**src/rtl/aed_pkg.sv**
```systemverilog
`default_nettype none

package aed_pkg;

    localparam int LEVEL_BITS     = 24;
    localparam int CFG_INDEX_BITS = 2;

    localparam int MUL_BITS     = 32;
    localparam int DIGIT_BITS   = 8;
    localparam int MUL_DIGITS   = MUL_BITS / DIGIT_BITS;
    localparam int MUL_CNT_BITS = $clog2(MUL_DIGITS);

    localparam int MANT_BITS     = 31;
    localparam int LOG_FRAC_BITS = 16;

    localparam int SCALED_BITS = 42;
    localparam int DB_SHIFT    = 24;
    localparam int DB_MAG_BITS = SCALED_BITS - DB_SHIFT;

    localparam logic [MUL_BITS-1:0]    DB_SCALE     = 32'd394566;
    localparam logic [SCALED_BITS-1:0] DB_ROUND     = 42'd8388608;
    localparam logic [DB_MAG_BITS-1:0] DB_FLOOR_MAG = 18'd24576;
    localparam logic [LEVEL_BITS-1:0]  DB_FLOOR_CODE =
        LEVEL_BITS'(0) - LEVEL_BITS'(DB_FLOOR_MAG);

    localparam logic [1:0] MODE_MS  = 2'd1;
    localparam logic [1:0] MODE_RMS = 2'd2;

    typedef enum logic [CFG_INDEX_BITS-1:0] {
        CFG_ATTACK  = 2'd0,
        CFG_RELEASE = 2'd1,
        CFG_MODE    = 2'd2,
        CFG_DB      = 2'd3
    } cfg_index_t;

endpackage

`default_nettype wire

```
**src/rtl/aed_if.sv**
```systemverilog
`default_nettype none

interface aed_sample_if #(
    parameter int SAMPLE_BITS = 24
);
    logic                          valid;
    logic                          ready;
    logic signed [SAMPLE_BITS-1:0] sample;

    modport source (output valid, output sample, input ready);
    modport sink (input valid, input sample, output ready);
endinterface

interface aed_level_if;
    logic                                  valid;
    logic                                  ready;
    logic signed [aed_pkg::LEVEL_BITS-1:0] level;

    modport source (output valid, output level, input ready);
    modport sink (input valid, input level, output ready);
endinterface

interface aed_cfg_if #(
    parameter int DATA_BITS = 16
);
    logic                 valid;
    logic                 ready;
    aed_pkg::cfg_index_t  index;
    logic [DATA_BITS-1:0] data;

    modport source (output valid, output index, output data, input ready);
    modport sink (input valid, input index, input data, output ready);
endinterface

`default_nettype wire

```
**src/rtl/audio_envelope_detector.sv**
```systemverilog
// Envelope detector: peak, mean square or RMS, with attack/release smoothing.
// Channels: cfg writes attack_coeff (0), release_coeff (1), detect_mode (2)
// and db_output (3); it is always ready. samples takes one signed sample per
// request; levels returns one level per request, linear Q0.23 or Q8.8 dB.
// One item is processed at a time by a sequencer around one shared
// 32x8-bit digit-serial multiplier and a one bit-pair-per-cycle square
// root. Each request is rectified, squared for MS and RMS, smoothed,
// rooted for RMS and, for dB, normalized, put through 16 squarings for
// the log fraction bits and scaled for dB. A new sample is
// taken once the sequencer is back in idle.
// The result register decouples the output: a stalled receiver holds the
// level, and the next result waits in the sequencer until it is taken.
// Reset clears the envelope, all registers and the output valid.
// Write configuration only while no request is in flight.
`default_nettype none

module audio_envelope_detector #(
    parameter int SAMPLE_BITS = 24,
    parameter int COEFF_BITS  = 16
) (
    input  wire logic    clk,
    input  wire logic    rst_n,
    aed_cfg_if.sink      cfg,
    aed_sample_if.sink   samples,
    aed_level_if.source  levels
);
    import aed_pkg::*;

    localparam int FRAC      = SAMPLE_BITS - 1;
    localparam int STEP_MAX  = (FRAC > LOG_FRAC_BITS) ? FRAC : LOG_FRAC_BITS;
    localparam int CNT_BITS  = $clog2(STEP_MAX);
    localparam int IP_BITS   = $clog2(SAMPLE_BITS + 1);
    localparam int NEG_BITS  = IP_BITS + LOG_FRAC_BITS;
    localparam int SUM_BITS  = MUL_BITS + DIGIT_BITS;
    localparam int ATT_BITS  = COEFF_BITS + FRAC + 1;
    localparam logic [FRAC-1:0] MAG_MAX = '1;

    typedef enum logic [3:0] {
        ST_IDLE,
        ST_SQUARE,
        ST_SQUARE_END,
        ST_SMOOTH_PREP,
        ST_SMOOTH,
        ST_SMOOTH_END,
        ST_SQRT,
        ST_LEVEL,
        ST_LOG_NORM,
        ST_LOG_MUL,
        ST_LOG_STEP,
        ST_SCALE_MUL,
        ST_SCALE_END,
        ST_DELIVER
    } state_t;

    state_t                  state_reg, state_next;
    logic [COEFF_BITS-1:0]   attack_reg, attack_next;
    logic [COEFF_BITS-1:0]   release_reg, release_next;
    logic [1:0]              mode_reg, mode_next;
    logic                    db_reg, db_next;
    logic [FRAC-1:0]         env_reg, env_next;
    logic [FRAC-1:0]         x_reg, x_next;
    logic                    ge_reg, ge_next;
    logic [FRAC-1:0]         lvl_reg, lvl_next;
    logic [MUL_BITS-1:0]     mul_a_reg, mul_a_next;
    logic [MUL_BITS-1:0]     mul_b_reg, mul_b_next;
    logic [MUL_BITS-1:0]     mul_hi_reg, mul_hi_next;
    logic [MUL_BITS-1:0]     mul_lo_reg, mul_lo_next;
    logic [MUL_CNT_BITS-1:0] mul_cnt_reg, mul_cnt_next;
    logic [2*FRAC-1:0]       rad_reg, rad_next;
    logic [FRAC-1:0]         rem_reg, rem_next;
    logic [FRAC-1:0]         root_reg, root_next;
    logic [CNT_BITS-1:0]     iter_reg, iter_next;
    logic [MANT_BITS-1:0]    m_reg, m_next;
    logic [IP_BITS-1:0]      ip_reg, ip_next;
    logic [LOG_FRAC_BITS-1:0] frac_reg, frac_next;
    logic [LEVEL_BITS-1:0]   result_reg, result_next;
    logic [LEVEL_BITS-1:0]   level_reg, level_next;
    logic                    out_valid_reg, out_valid_next;

    logic                    mul_busy;
    logic                    mul_last;
    logic                    mul_load;
    logic [MUL_BITS-1:0]     mul_load_a;
    logic [MUL_BITS-1:0]     mul_load_b;
    logic [SUM_BITS-1:0]     mul_sum;
    logic [2*MUL_BITS-1:0]   mul_product;

    logic [SAMPLE_BITS-1:0]  neg_sample;
    logic [FRAC-1:0]         rect_mag;
    logic                    squared_mode;
    logic                    env_ge;
    logic [FRAC-1:0]         diff;
    logic [COEFF_BITS-1:0]   coeff_sel;
    logic [FRAC-1:0]         nv_ge;
    logic [ATT_BITS-1:0]     att_round;
    logic [FRAC:0]           att_q;
    logic [FRAC-1:0]         nv_lt;
    logic [FRAC-1:0]         smooth_nv;
    logic [FRAC+1:0]         rem_sh;
    logic [FRAC+1:0]         trial;
    logic                    sqrt_fit;
    logic [FRAC+1:0]         sqrt_diff;
    logic [FRAC-1:0]         root_new;
    logic [MANT_BITS:0]      sq_top;
    logic [MANT_BITS-1:0]    m_sq;
    logic [LOG_FRAC_BITS-1:0] frac_new;
    logic [NEG_BITS-1:0]     neg_log;
    logic [SCALED_BITS-1:0]  scaled_rnd;
    logic [DB_MAG_BITS-1:0]  db_mag;
    logic [LEVEL_BITS-1:0]   db_code;

    assign cfg.ready     = 1'b1;
    assign samples.ready = (state_reg == ST_IDLE);
    assign levels.valid  = out_valid_reg;
    assign levels.level  = $signed(level_reg);

    assign neg_sample   = SAMPLE_BITS'(0) - $unsigned(samples.sample);
    assign rect_mag     = samples.sample[SAMPLE_BITS-1]
                        ? (neg_sample[FRAC] ? MAG_MAX : neg_sample[FRAC-1:0])
                        : samples.sample[FRAC-1:0];
    assign squared_mode = mode_reg inside {MODE_MS, MODE_RMS};

    assign mul_busy    = (state_reg == ST_SQUARE) || (state_reg == ST_SMOOTH)
                      || (state_reg == ST_LOG_MUL) || (state_reg == ST_SCALE_MUL);
    assign mul_last    = (mul_cnt_reg == MUL_CNT_BITS'(MUL_DIGITS - 1));
    assign mul_sum     = {{DIGIT_BITS{1'b0}}, mul_hi_reg}
                       + SUM_BITS'(mul_a_reg) * SUM_BITS'(mul_b_reg[DIGIT_BITS-1:0]);
    assign mul_product = {mul_hi_reg, mul_lo_reg};

    assign env_ge    = (env_reg >= x_reg);
    assign diff      = env_ge ? (env_reg - x_reg) : (x_reg - env_reg);
    assign coeff_sel = env_ge ? release_reg : attack_reg;

    assign nv_ge     = x_reg + mul_product[COEFF_BITS +: FRAC];
    assign att_round = {1'b0, mul_product[COEFF_BITS+FRAC-1:0]}
                     + ATT_BITS'({COEFF_BITS{1'b1}});
    assign att_q     = att_round[COEFF_BITS +: FRAC+1];
    assign nv_lt     = (att_q > {1'b0, x_reg}) ? '0 : (x_reg - att_q[FRAC-1:0]);
    assign smooth_nv = ge_reg ? nv_ge : nv_lt;

    assign rem_sh    = {rem_reg, rad_reg[2*FRAC-1 -: 2]};
    assign trial     = {root_reg, 2'b01};
    assign sqrt_fit  = (rem_sh >= trial);
    assign sqrt_diff = rem_sh - trial;
    assign root_new  = {root_reg[FRAC-2:0], sqrt_fit};

    assign sq_top    = mul_product[MANT_BITS-1 +: MANT_BITS+1];
    assign m_sq      = sq_top[MANT_BITS] ? sq_top[MANT_BITS:1] : sq_top[MANT_BITS-1:0];
    assign frac_new  = {frac_reg[LOG_FRAC_BITS-2:0], sq_top[MANT_BITS]};
    assign neg_log   = {ip_reg, LOG_FRAC_BITS'(0)} - NEG_BITS'(frac_new);

    assign scaled_rnd = mul_product[SCALED_BITS-1:0] + DB_ROUND;
    assign db_mag     = scaled_rnd[DB_SHIFT +: DB_MAG_BITS];
    assign db_code    = (db_mag > DB_FLOOR_MAG) ? DB_FLOOR_CODE
                      : LEVEL_BITS'(0) - LEVEL_BITS'(db_mag);

    always_comb
    begin
        state_next     = state_reg;
        attack_next    = attack_reg;
        release_next   = release_reg;
        mode_next      = mode_reg;
        db_next        = db_reg;
        env_next       = env_reg;
        x_next         = x_reg;
        ge_next        = ge_reg;
        lvl_next       = lvl_reg;
        mul_a_next     = mul_a_reg;
        mul_b_next     = mul_b_reg;
        mul_hi_next    = mul_hi_reg;
        mul_lo_next    = mul_lo_reg;
        mul_cnt_next   = mul_cnt_reg;
        rad_next       = rad_reg;
        rem_next       = rem_reg;
        root_next      = root_reg;
        iter_next      = iter_reg;
        m_next         = m_reg;
        ip_next        = ip_reg;
        frac_next      = frac_reg;
        result_next    = result_reg;
        level_next     = level_reg;
        out_valid_next = out_valid_reg;
        mul_load       = 1'b0;
        mul_load_a     = '0;
        mul_load_b     = '0;

        if (cfg.valid)
        begin
            case (cfg.index)
                CFG_ATTACK:  attack_next  = cfg.data;
                CFG_RELEASE: release_next = cfg.data;
                CFG_MODE:    mode_next    = cfg.data[1:0];
                CFG_DB:      db_next      = cfg.data[0];
                default:     ;
            endcase
        end

        // shift one multiplier digit into the accumulator
        if (mul_busy)
        begin
            mul_hi_next  = mul_sum[SUM_BITS-1:DIGIT_BITS];
            mul_lo_next  = {mul_sum[DIGIT_BITS-1:0], mul_lo_reg[MUL_BITS-1:DIGIT_BITS]};
            mul_b_next   = mul_b_reg >> DIGIT_BITS;
            mul_cnt_next = mul_cnt_reg + 1'b1;
        end

        if (out_valid_reg && levels.ready)
        begin
            out_valid_next = 1'b0;
        end

        case (state_reg)
            ST_IDLE:
            begin
                if (samples.valid)
                begin
                    x_next = rect_mag;
                    if (squared_mode)
                    begin
                        mul_load   = 1'b1;
                        mul_load_a = MUL_BITS'(rect_mag);
                        mul_load_b = MUL_BITS'(rect_mag);
                        state_next = ST_SQUARE;
                    end
                    else
                    begin
                        state_next = ST_SMOOTH_PREP;
                    end
                end
            end
            ST_SQUARE:
            begin
                if (mul_last)
                begin
                    state_next = ST_SQUARE_END;
                end
            end
            ST_SQUARE_END:
            begin
                x_next     = mul_product[FRAC +: FRAC];
                state_next = ST_SMOOTH_PREP;
            end
            ST_SMOOTH_PREP:
            begin
                ge_next    = env_ge;
                mul_load   = 1'b1;
                mul_load_a = MUL_BITS'(diff);
                mul_load_b = MUL_BITS'(coeff_sel);
                state_next = ST_SMOOTH;
            end
            ST_SMOOTH:
            begin
                if (mul_last)
                begin
                    state_next = ST_SMOOTH_END;
                end
            end
            ST_SMOOTH_END:
            begin
                env_next = smooth_nv;
                lvl_next = smooth_nv;
                if (mode_reg == MODE_RMS)
                begin
                    rad_next   = {smooth_nv, FRAC'(0)};
                    rem_next   = '0;
                    root_next  = '0;
                    iter_next  = CNT_BITS'(FRAC - 1);
                    state_next = ST_SQRT;
                end
                else
                begin
                    state_next = ST_LEVEL;
                end
            end
            ST_SQRT:
            begin
                rem_next  = sqrt_fit ? sqrt_diff[FRAC-1:0] : rem_sh[FRAC-1:0];
                root_next = root_new;
                rad_next  = rad_reg << 2;
                if (iter_reg == '0)
                begin
                    lvl_next   = root_new;
                    state_next = ST_LEVEL;
                end
                else
                begin
                    iter_next = iter_reg - 1'b1;
                end
            end
            ST_LEVEL:
            begin
                if (!db_reg)
                begin
                    result_next = LEVEL_BITS'(lvl_reg);
                    state_next  = ST_DELIVER;
                end
                else if (lvl_reg == '0)
                begin
                    result_next = DB_FLOOR_CODE;
                    state_next  = ST_DELIVER;
                end
                else
                begin
                    m_next     = MANT_BITS'(lvl_reg) << (MANT_BITS - FRAC);
                    ip_next    = IP_BITS'(1);
                    state_next = ST_LOG_NORM;
                end
            end
            ST_LOG_NORM:
            begin
                if (m_reg[MANT_BITS-1])
                begin
                    mul_load   = 1'b1;
                    mul_load_a = MUL_BITS'(m_reg);
                    mul_load_b = MUL_BITS'(m_reg);
                    frac_next  = '0;
                    iter_next  = CNT_BITS'(LOG_FRAC_BITS - 1);
                    state_next = ST_LOG_MUL;
                end
                else
                begin
                    m_next  = m_reg << 1;
                    ip_next = ip_reg + 1'b1;
                end
            end
            ST_LOG_MUL:
            begin
                if (mul_last)
                begin
                    state_next = ST_LOG_STEP;
                end
            end
            ST_LOG_STEP:
            begin
                m_next    = m_sq;
                frac_next = frac_new;
                mul_load  = 1'b1;
                if (iter_reg == '0)
                begin
                    mul_load_a = MUL_BITS'(neg_log);
                    mul_load_b = DB_SCALE;
                    state_next = ST_SCALE_MUL;
                end
                else
                begin
                    mul_load_a = MUL_BITS'(m_sq);
                    mul_load_b = MUL_BITS'(m_sq);
                    iter_next  = iter_reg - 1'b1;
                    state_next = ST_LOG_MUL;
                end
            end
            ST_SCALE_MUL:
            begin
                if (mul_last)
                begin
                    state_next = ST_SCALE_END;
                end
            end
            ST_SCALE_END:
            begin
                result_next = db_code;
                state_next  = ST_DELIVER;
            end
            ST_DELIVER:
            begin
                // hold until the output register is free
                if (!out_valid_reg || levels.ready)
                begin
                    level_next     = result_reg;
                    out_valid_next = 1'b1;
                    state_next     = ST_IDLE;
                end
            end
            default:
            begin
                state_next = ST_IDLE;
            end
        endcase

        if (mul_load)
        begin
            mul_a_next   = mul_load_a;
            mul_b_next   = mul_load_b;
            mul_hi_next  = '0;
            mul_lo_next  = '0;
            mul_cnt_next = '0;
        end
    end

    always_ff @(posedge clk or negedge rst_n)
    begin
        if (!rst_n)
        begin
            state_reg     <= ST_IDLE;
            attack_reg    <= '0;
            release_reg   <= '0;
            mode_reg      <= '0;
            db_reg        <= 1'b0;
            env_reg       <= '0;
            x_reg         <= '0;
            ge_reg        <= 1'b0;
            lvl_reg       <= '0;
            mul_a_reg     <= '0;
            mul_b_reg     <= '0;
            mul_hi_reg    <= '0;
            mul_lo_reg    <= '0;
            mul_cnt_reg   <= '0;
            rad_reg       <= '0;
            rem_reg       <= '0;
            root_reg      <= '0;
            iter_reg      <= '0;
            m_reg         <= '0;
            ip_reg        <= '0;
            frac_reg      <= '0;
            result_reg    <= '0;
            level_reg     <= '0;
            out_valid_reg <= 1'b0;
        end
        else
        begin
            state_reg     <= state_next;
            attack_reg    <= attack_next;
            release_reg   <= release_next;
            mode_reg      <= mode_next;
            db_reg        <= db_next;
            env_reg       <= env_next;
            x_reg         <= x_next;
            ge_reg        <= ge_next;
            lvl_reg       <= lvl_next;
            mul_a_reg     <= mul_a_next;
            mul_b_reg     <= mul_b_next;
            mul_hi_reg    <= mul_hi_next;
            mul_lo_reg    <= mul_lo_next;
            mul_cnt_reg   <= mul_cnt_next;
            rad_reg       <= rad_next;
            rem_reg       <= rem_next;
            root_reg      <= root_next;
            iter_reg      <= iter_next;
            m_reg         <= m_next;
            ip_reg        <= ip_next;
            frac_reg      <= frac_next;
            result_reg    <= result_next;
            level_reg     <= level_next;
            out_valid_reg <= out_valid_next;
        end
    end

`ifndef SYNTHESIS
    ap_env_hold: assert property (@(posedge clk) disable iff (!rst_n)
        state_reg != ST_SMOOTH_END |=> $stable(env_reg))
        else $error("envelope changed outside the smoother update");

    ap_env_bound: assert property (@(posedge clk) disable iff (!rst_n)
        state_reg == ST_SMOOTH_END |->
            (ge_reg ? (smooth_nv <= env_reg && smooth_nv >= x_reg) : (smooth_nv <= x_reg)))
        else $error("smoothed value outside the input and envelope range");

    ap_mant_norm: assert property (@(posedge clk) disable iff (!rst_n)
        state_reg == ST_LOG_MUL |-> m_reg[MANT_BITS-1])
        else $error("log mantissa not normalized while squaring");

    ap_mul_idle: assert property (@(posedge clk) disable iff (!rst_n)
        state_reg == ST_IDLE |-> mul_cnt_reg == '0)
        else $error("multiplier digit count not at rest in idle");

    ap_out_load: assert property (@(posedge clk) disable iff (!rst_n)
        $rose(out_valid_reg) |-> $past(state_reg) == ST_DELIVER)
        else $error("output valid raised without a delivered result");
`endif

endmodule

`default_nettype wire
```
**src/flat_wrapper.sv**
```systemverilog
// flat-port wrapper written by rule: the top's interface ports become plain ports
module audio_envelope_detector_flat import aed_pkg::*;
#(
    parameter int SAMPLE_BITS = 24,
    parameter int COEFF_BITS  = 16
)
  (clk, rst_n, cfg_valid, cfg_index, cfg_data, cfg_ready, samples_valid, samples_sample, samples_ready, levels_valid, levels_level, levels_ready);
  aed_cfg_if cfg_i ();
  aed_sample_if #(.SAMPLE_BITS(SAMPLE_BITS)) samples_i ();
  aed_level_if levels_i ();
  input  wire logic clk;
  input  wire logic rst_n;
  input wire logic [$bits(cfg_i.valid)-1:0] cfg_valid;
  input wire logic [$bits(cfg_i.index)-1:0] cfg_index;
  input wire logic [$bits(cfg_i.data)-1:0] cfg_data;
  output wire logic [$bits(cfg_i.ready)-1:0] cfg_ready;
  input wire logic [$bits(samples_i.valid)-1:0] samples_valid;
  input wire logic [$bits(samples_i.sample)-1:0] samples_sample;
  output wire logic [$bits(samples_i.ready)-1:0] samples_ready;
  output wire logic [$bits(levels_i.valid)-1:0] levels_valid;
  output wire logic [$bits(levels_i.level)-1:0] levels_level;
  input wire logic [$bits(levels_i.ready)-1:0] levels_ready;
  assign cfg_i.valid = cfg_valid;
  assign cfg_i.index = cfg_index;
  assign cfg_i.data = cfg_data;
  assign cfg_ready = cfg_i.ready;
  assign samples_i.valid = samples_valid;
  assign samples_i.sample = samples_sample;
  assign samples_ready = samples_i.ready;
  assign levels_valid = levels_i.valid;
  assign levels_level = levels_i.level;
  assign levels_i.ready = levels_ready;
  audio_envelope_detector #(.SAMPLE_BITS(SAMPLE_BITS), .COEFF_BITS(COEFF_BITS)) u_core (.clk(clk), .rst_n(rst_n), .cfg(cfg_i), .samples(samples_i), .levels(levels_i));
endmodule
```
**config.mk**
```make
export PLATFORM = sky130hd
export DESIGN_NAME = audio_envelope_detector_flat
export DESIGN_NICKNAME = d
export VERILOG_FILES = /design/src/rtl/aed_pkg.sv /design/src/rtl/aed_if.sv /design/src/rtl/audio_envelope_detector.sv /design/src/flat_wrapper.sv
export SDC_FILE = /design/constraint.sdc
export NUM_CORES = 2
export LEC_CHECK = 0
export BUFFER_PORTS_ARGS = -buffer_cell sky130_fd_sc_hd__buf_2
export CAP_MARGIN = 20
export CORE_ASPECT_RATIO = 1.5
export CORE_UTILIZATION = 30
export CTS_CLUSTER_DIAMETER = 80
export DETAILED_ROUTE_END_ITERATION = 8
export HOLD_SLACK_MARGIN = 0.05
export SLEW_MARGIN = 15
export SYNTH_ARGS = -nofsm -noshare
export SYNTH_HDL_FRONTEND = slang
export SYNTH_SLANG_ARGS = --single-unit
```
**constraint.sdc**
```tcl
create_clock -name clk -period 13 [get_ports clk]
set_input_delay 3.25 -clock clk [delete_from_list [all_inputs] [get_ports clk]]
set_output_delay 3.25 -clock clk [all_outputs]
set_load 0.01 [all_outputs]
```
# Word-level counts from Yosys, hierarchy flattened
# Index checks and enable logic that the tools add are counted.
# W data, S select, Z words.
dict set report word_totals {
  ff_bits 436
  latchBits 0
  ram_bits 0
  romBits 0
  word_cells 184
  n_memories 0
}
dict set report classes {
  addsub 14
  n_mul 1
  n_div 0
  order_cmp 4
  eq_ne 33
  shift 0
  mux 71
  n_bitwise 0
  n_reduce_logical 36
}
# cell count
set op_table {}
lappend op_table {{$pmux W32 S4} 2}
lappend op_table {{$mux W23} 10}
lappend op_table {{$mux W32} 7}
lappend op_table {{$mux W31} 7}
lappend op_table {{$pmux W23 S2} 4}
lappend op_table {{$pmux W31 S3} 1}
lappend op_table {{$pmux W46 S2} 1}
lappend op_table {{$sub A23 B23 Y23} 4}
lappend op_table {{$mux W24} 3}
lappend op_table {{$pmux W4 S14} 1}
lappend op_table {{$pmux W24 S2} 1}
lappend op_table {{$mux W46} 1}
lappend op_table {{$add A42 B24 Y42 const B} 1}
lappend op_table {{$add A32 B40 Y40} 1}
lappend op_table {{$add A39 B16 Y40 const B} 1}
lappend op_table {{$mul A32 B8 Y40} 1}
lappend op_table {{$mux W4} 9}
lappend op_table {{$mux W5} 6}
lappend op_table {{$pmux W15 S2} 1}
lappend op_table {{$ge A25 B25 Y1} 1}
lappend op_table {{$eq A4 B4 Y1 const B} 6}
lappend op_table {{$gt A24 B23 Y1} 1}
lappend op_table {{$sub A1 B24 Y24 const A} 1}
lappend op_table {{$add A23 B23 Y23} 1}
lappend op_table {{37 further kinds} 87}

# Logic depth before layout (Yosys ltp)
dict set report depth {
  ltp_word 7
  mapped_depth 21
  ltp_nobuf 20
}

# Least setup slack after synthesis
# Ideal clock, no wire load.
dict set report synth_timing {
  path_type {input port to flip-flop}
  from {input samples_sample[12]}
  to {register u_core.mul_a_reg[22]}
  arrival_ps 5317
  path_slack_ps 7555
  path_stages 9
  path_cell_list {or4_4 > nor4_4 > nand2_1 > nor4_1 > a21boi_1 > o22a_1 > a222oi_1 > a21boi_1 > nand3_1}
}
dict set report synth_via {
  elab_chain_len 6
}
# element line
set synth_rtl {}
lappend synth_rtl {{start: declaration} flat_wrapper.sv:18} ;# input wire logic [$bits(samples_i.sample)-1:0] samples_sample;
lappend synth_rtl {{$sub A1 B24 Y24} audio_envelope_detector.sv:117} ;# assign neg_sample = SAMPLE_BITS'(0) - $unsigned(samples.sample);
lappend synth_rtl {{$mux W23 (2 in a row)} audio_envelope_detector.sv:119} ;# ? (neg_sample[FRAC] ? MAG_MAX : neg_sample[FRAC-1:0])
lappend synth_rtl {{$mux W23} audio_envelope_detector.sv:218} ;# if (squared_mode)
lappend synth_rtl {{$mux W32} audio_envelope_detector.sv:215} ;# if (samples.valid)
lappend synth_rtl {{$pmux W32 S4} audio_envelope_detector.sv:212} ;# case (state_reg)
lappend synth_rtl {{end signal: assignment} audio_envelope_detector.sv:430} ;# mul_a_reg <= mul_a_next;
lappend synth_rtl {{end: declaration} audio_envelope_detector.sv:64} ;# logic [MUL_BITS-1:0] mul_a_reg, mul_a_next;
# No other way between the ends.
# A chain may end at the register's enable or synchronous reset.

# Worst setup path after layout
dict set report layout_timing {
  from {register u_core.mul_hi_reg[5]}
  to {register u_core.mul_hi_reg[31]}
}
dict set report layout_via {
  elab_chain_len 3
}
# element line
set layout_rtl {}
lappend layout_rtl {{start: declaration} audio_envelope_detector.sv:66} ;# logic [MUL_BITS-1:0] mul_hi_reg, mul_hi_next;
lappend layout_rtl {{start signal: assignment} audio_envelope_detector.sv:432} ;# mul_hi_reg <= mul_hi_next;
lappend layout_rtl {{$add A32 B40 Y40} audio_envelope_detector.sv:127} ;# + SUM_BITS'(mul_a_reg) * SUM_BITS'(mul_b_reg[DIGIT_BITS-1:0]);
lappend layout_rtl {{$mux W32} audio_envelope_detector.sv:199} ;# if (mul_busy)
lappend layout_rtl {{$mux W32} audio_envelope_detector.sv:380} ;# if (mul_load)
# No other way between the ends. The select of a mux whose other input is x is not followed.

==> summary.txt <==
Detailed routing
  • Final WL: ~130000 µm
  • Post-route ant nets: 0
  • DR vias: roughly 31000
  • Remaining DRCs: 0
  • First-pass DRT Iterations: 6
  • Vias/cell: between 5 and 6
  • Wire per inst: 23.60 µm
  • Detailed router's first-iteration violation count: between 2000 and 3000

Timing
  • Final cycle utilization of the critical path: around 50%
  • Setup tns final: 0 ns
  • Final WS setup: around 6.4 ns
  • Tmin final: about 6.6 ns
  • Final count of hold timing violations: 0
  • Final Slew Violations: 0
  • Max-slew headroom: between 10% and 20%
  • Fmax: around 150 MHz
  • Slew @ Worst Pin: between 1 and 1.5 ns
  • Worst clock skew: 0.02110 ns
  • RSZ-0062 raised after global routing: false
  • Final setup viols: 0

Floorplan
  • Die Span X: between 200 and 300 µm
  • Initial core utilization: between 30% and 40%
  • Core area: between 100000 and 150000 µm²
  • # IOs: 74
  • Rows: about 160
  • Die Ht: around 430 µm
  • Area of the die: about 120000 µm²

Global routing
  • Antenna violations before repair: 12
  • Total gr overflow: 0
  • GRT Total Usage: ~22%
  • First-pass GRT wire length: slightly above 200000 µm
  • Vias in the first global route: ~32000
  • Largest net degree at the start of global routing: 94

Placed design
  • Placed inst area: about 38000 µm²
  • Hpwl dp: about 100000 µm
  • Gpl congestion: 1.017
  • Pre-CTS setup slack: about 6.4 ns
  • Input/output buffers: a little over 70

CTS
  • Clock buffer depth: 3
  • Clock slew at the register clock pins of the worst setup and hold paths: 0.07 ns
  • Cts repair resizes: 0
  • Post-CTS Setup Repair Bufs: 0
  • CTS root buffer: clkbuf_16
  • CTS sink count: around 410
  • CTS tree: done
  • Clk Latency, worst-skew pair: 0.59 ns
  • Hold_buf cts: 0
  • CTS buffer count: 40
  • H-tree depth: 2

Synthesis
  • Post-synthesis register bit count: around 410
  • Synth Area per Inst: about 8.6 µm²
  • Yosys cell types: 95
  • Synth Cell Area: approximately 36000 µm²
  • Top-count cell post-synth: inv_1
  • Ys flop type: dfrtp_1
  • Dominant cell type by area after synthesis: dfrtp_1
  • Synth Warn #: 0
  • Register area share after synthesis: 28.67%
  • Syn nets: 4635
  • Ranking of synthesized cells by area: dfrtp_1, fa_1, ha_1
  • Synth Instances: ~4200
  • Top-area cell type share of the netlist area: around 29%
  • Asr flop ratio synth: between 90% and 100%
  • Most frequent cells after synthesis: inv_1, dfrtp_1, nand2_1
  • EDFF count, synth: 0

Critical path
  • Reg-to-Reg Start: u_core.mul_hi_reg[5]
  • Arrival time worst endpoint: ~7 ns
  • CP Max Fanout: 12
  • CP max stage delay: around 0.7 ns
  • Worst setup EP type: flip-flop
  • Slowest cell on crit path: fa_1
  • Crit-path cells: clkinv_1 -> fa_1 -> inv_1 -> fa_1 -> ha_1 -> inv_1 -> fa_1 -> inv_1 -> ha_1 -> nor2b_1 -> o31ai_1 -> a21oi_1 -> o21ai_1 -> nand4_1 -> a311oi_1 -> a21oi_1 -> o21a_1 -> o31ai_1
  • WP data required: between 10 and 15 ns
  • Reg2reg path depth: 18
  • FF-to-FF End: u_core.mul_hi_reg[31]
  • CP Launch Type: flip-flop
  • WS Path Type: reg -> reg
  • Worst R2R Setup Slack: about 6.4 ns
  • Buffers and inverters on the worst path: 4
  • Worst path top cell family by delay: compound AO/OA/AOI/OAI gates

Min path
  • WHS Path Cells: 1
  • Hold Path Sink: u_core.rad_reg[36]
  • Hold WC Path Type: reg -> reg
  • Hold path startpoint: u_core.rad_reg[34]

Final layout
  • Final Instance Area: 39320 µm²
  • Share of cells above drive strength 1: 7.614%
  • Nets@finish: between 4000 and 5000
  • Multi-input logic area: around 23000 µm²
  • Syn-to-layout area delta: 9.601%
  • # fillers: 12474
  • Fin util: ~33%
  • FF+latch area: about 10000 µm²

Job
  • Max_cap viols: 0

Outcome
  • Status: finished clean
-- worst register-to-register path, stage by stage (launching register included) --
cell	delay [ns]
dfrtp_1	0.65
clkinv_1	0.55
fa_1	0.68
inv_1	0.06
fa_1	0.46
ha_1	0.29
inv_1	0.06
fa_1	0.54
inv_1	0.05
ha_1	0.33
nor2b_1	0.16
o31ai_1	0.40
a21oi_1	0.26
o21ai_1	0.44
nand4_1	0.31
a311oi_1	0.61
a21oi_1	0.17
o21a_1	0.20
o31ai_1	0.24
-- kinds of logic after synthesis --
family          after synthesis  share of synthesized area [%]
mux                         129                          3.829
other cells                   1                        0.01045
simple gates               1237                          16.75
xor+xnor                    167                          4.077
compound gates             1143                          20.51
flops                       411                          28.67
buf+inv                     658                          7.076
fa+ha+maj                   421                          19.08
-- stage by stage --
step	hold slack [ns]	std cells
finish	0.4787	5713
global route	0.4955	5708
CTS	0.4777	5702
detailed placement	0.4625	5634
global placement	0.4574	5631
floorplan	0.4409	4167
-- area by class of cell --
cell class                      instances  area share (%)
Inverter                              421           4.019
Antenna cell                            6         0.03818
Clock inverter                         14          0.6714
Timing Repair Buffer                  139           2.317
Sequential cell                       411           26.16
Multi-Input combinational cell       3098           58.91
Clock buffer                           54           2.886
Tap cell                             1570           4.996
-- placed cells by master (no fill, tap or decap), types with 23 or more instances in the layout --
cell type,instances
a211oi_1,61
a21o_1,95
a21oi_1,262
a221o_1,29
a221oi_1,24
a22oi_1,28
a31oi_1,25
and2_1,178
and3_1,28
buf_2,72
buf_4,63
clkbuf_16,41
dfrtp_1,410
fa_1,210
ha_1,211
inv_1,419
mux2_2,62
mux2i_1,63
nand2_1,404
nand2b_1,38
nand3_1,139
nand4_1,30
nor2_1,225
nor3_1,61
nor4_1,23
o21a_1,43
o21ai_0,295
o21ai_1,52
o22ai_1,26
o31ai_1,38
xnor2_1,101
xor2_1,66
-- layer usage --
layer / vias up / share of wire, % / track usage, %
met5: - / 0.065 / 0
met4: 12 / 9.6 / 18.42
met3: 379 / 5.7 / 3.512
met2: 1036 / 49 / 37.89
met1: 15591 / 36 / 23.85
li1: 14315 / - / -
-- how the worst max path moves through the flow --
stage / depth (start not counted) / start / to / slack (ns)
floorplan: 9 / samples_sample[12] / u_core.mul_a_reg[22] / 7.56
global placement: 8 / samples_valid / u_core.mul_b_reg[2] / 5.93
detailed placement: 9 / samples_valid / u_core.mul_b_reg[2] / 6.40
CTS: 17 / u_core.mul_b_reg[6] / u_core.mul_hi_reg[28] / 6.48
global route: 18 / u_core.mul_hi_reg[5] / u_core.mul_hi_reg[31] / 6.23
finish: 18 / u_core.mul_hi_reg[5] / u_core.mul_hi_reg[31] / 6.44
Power is not shown: default switching activity piles up to over one toggle a cycle in this logic, so the estimate is an artifact.
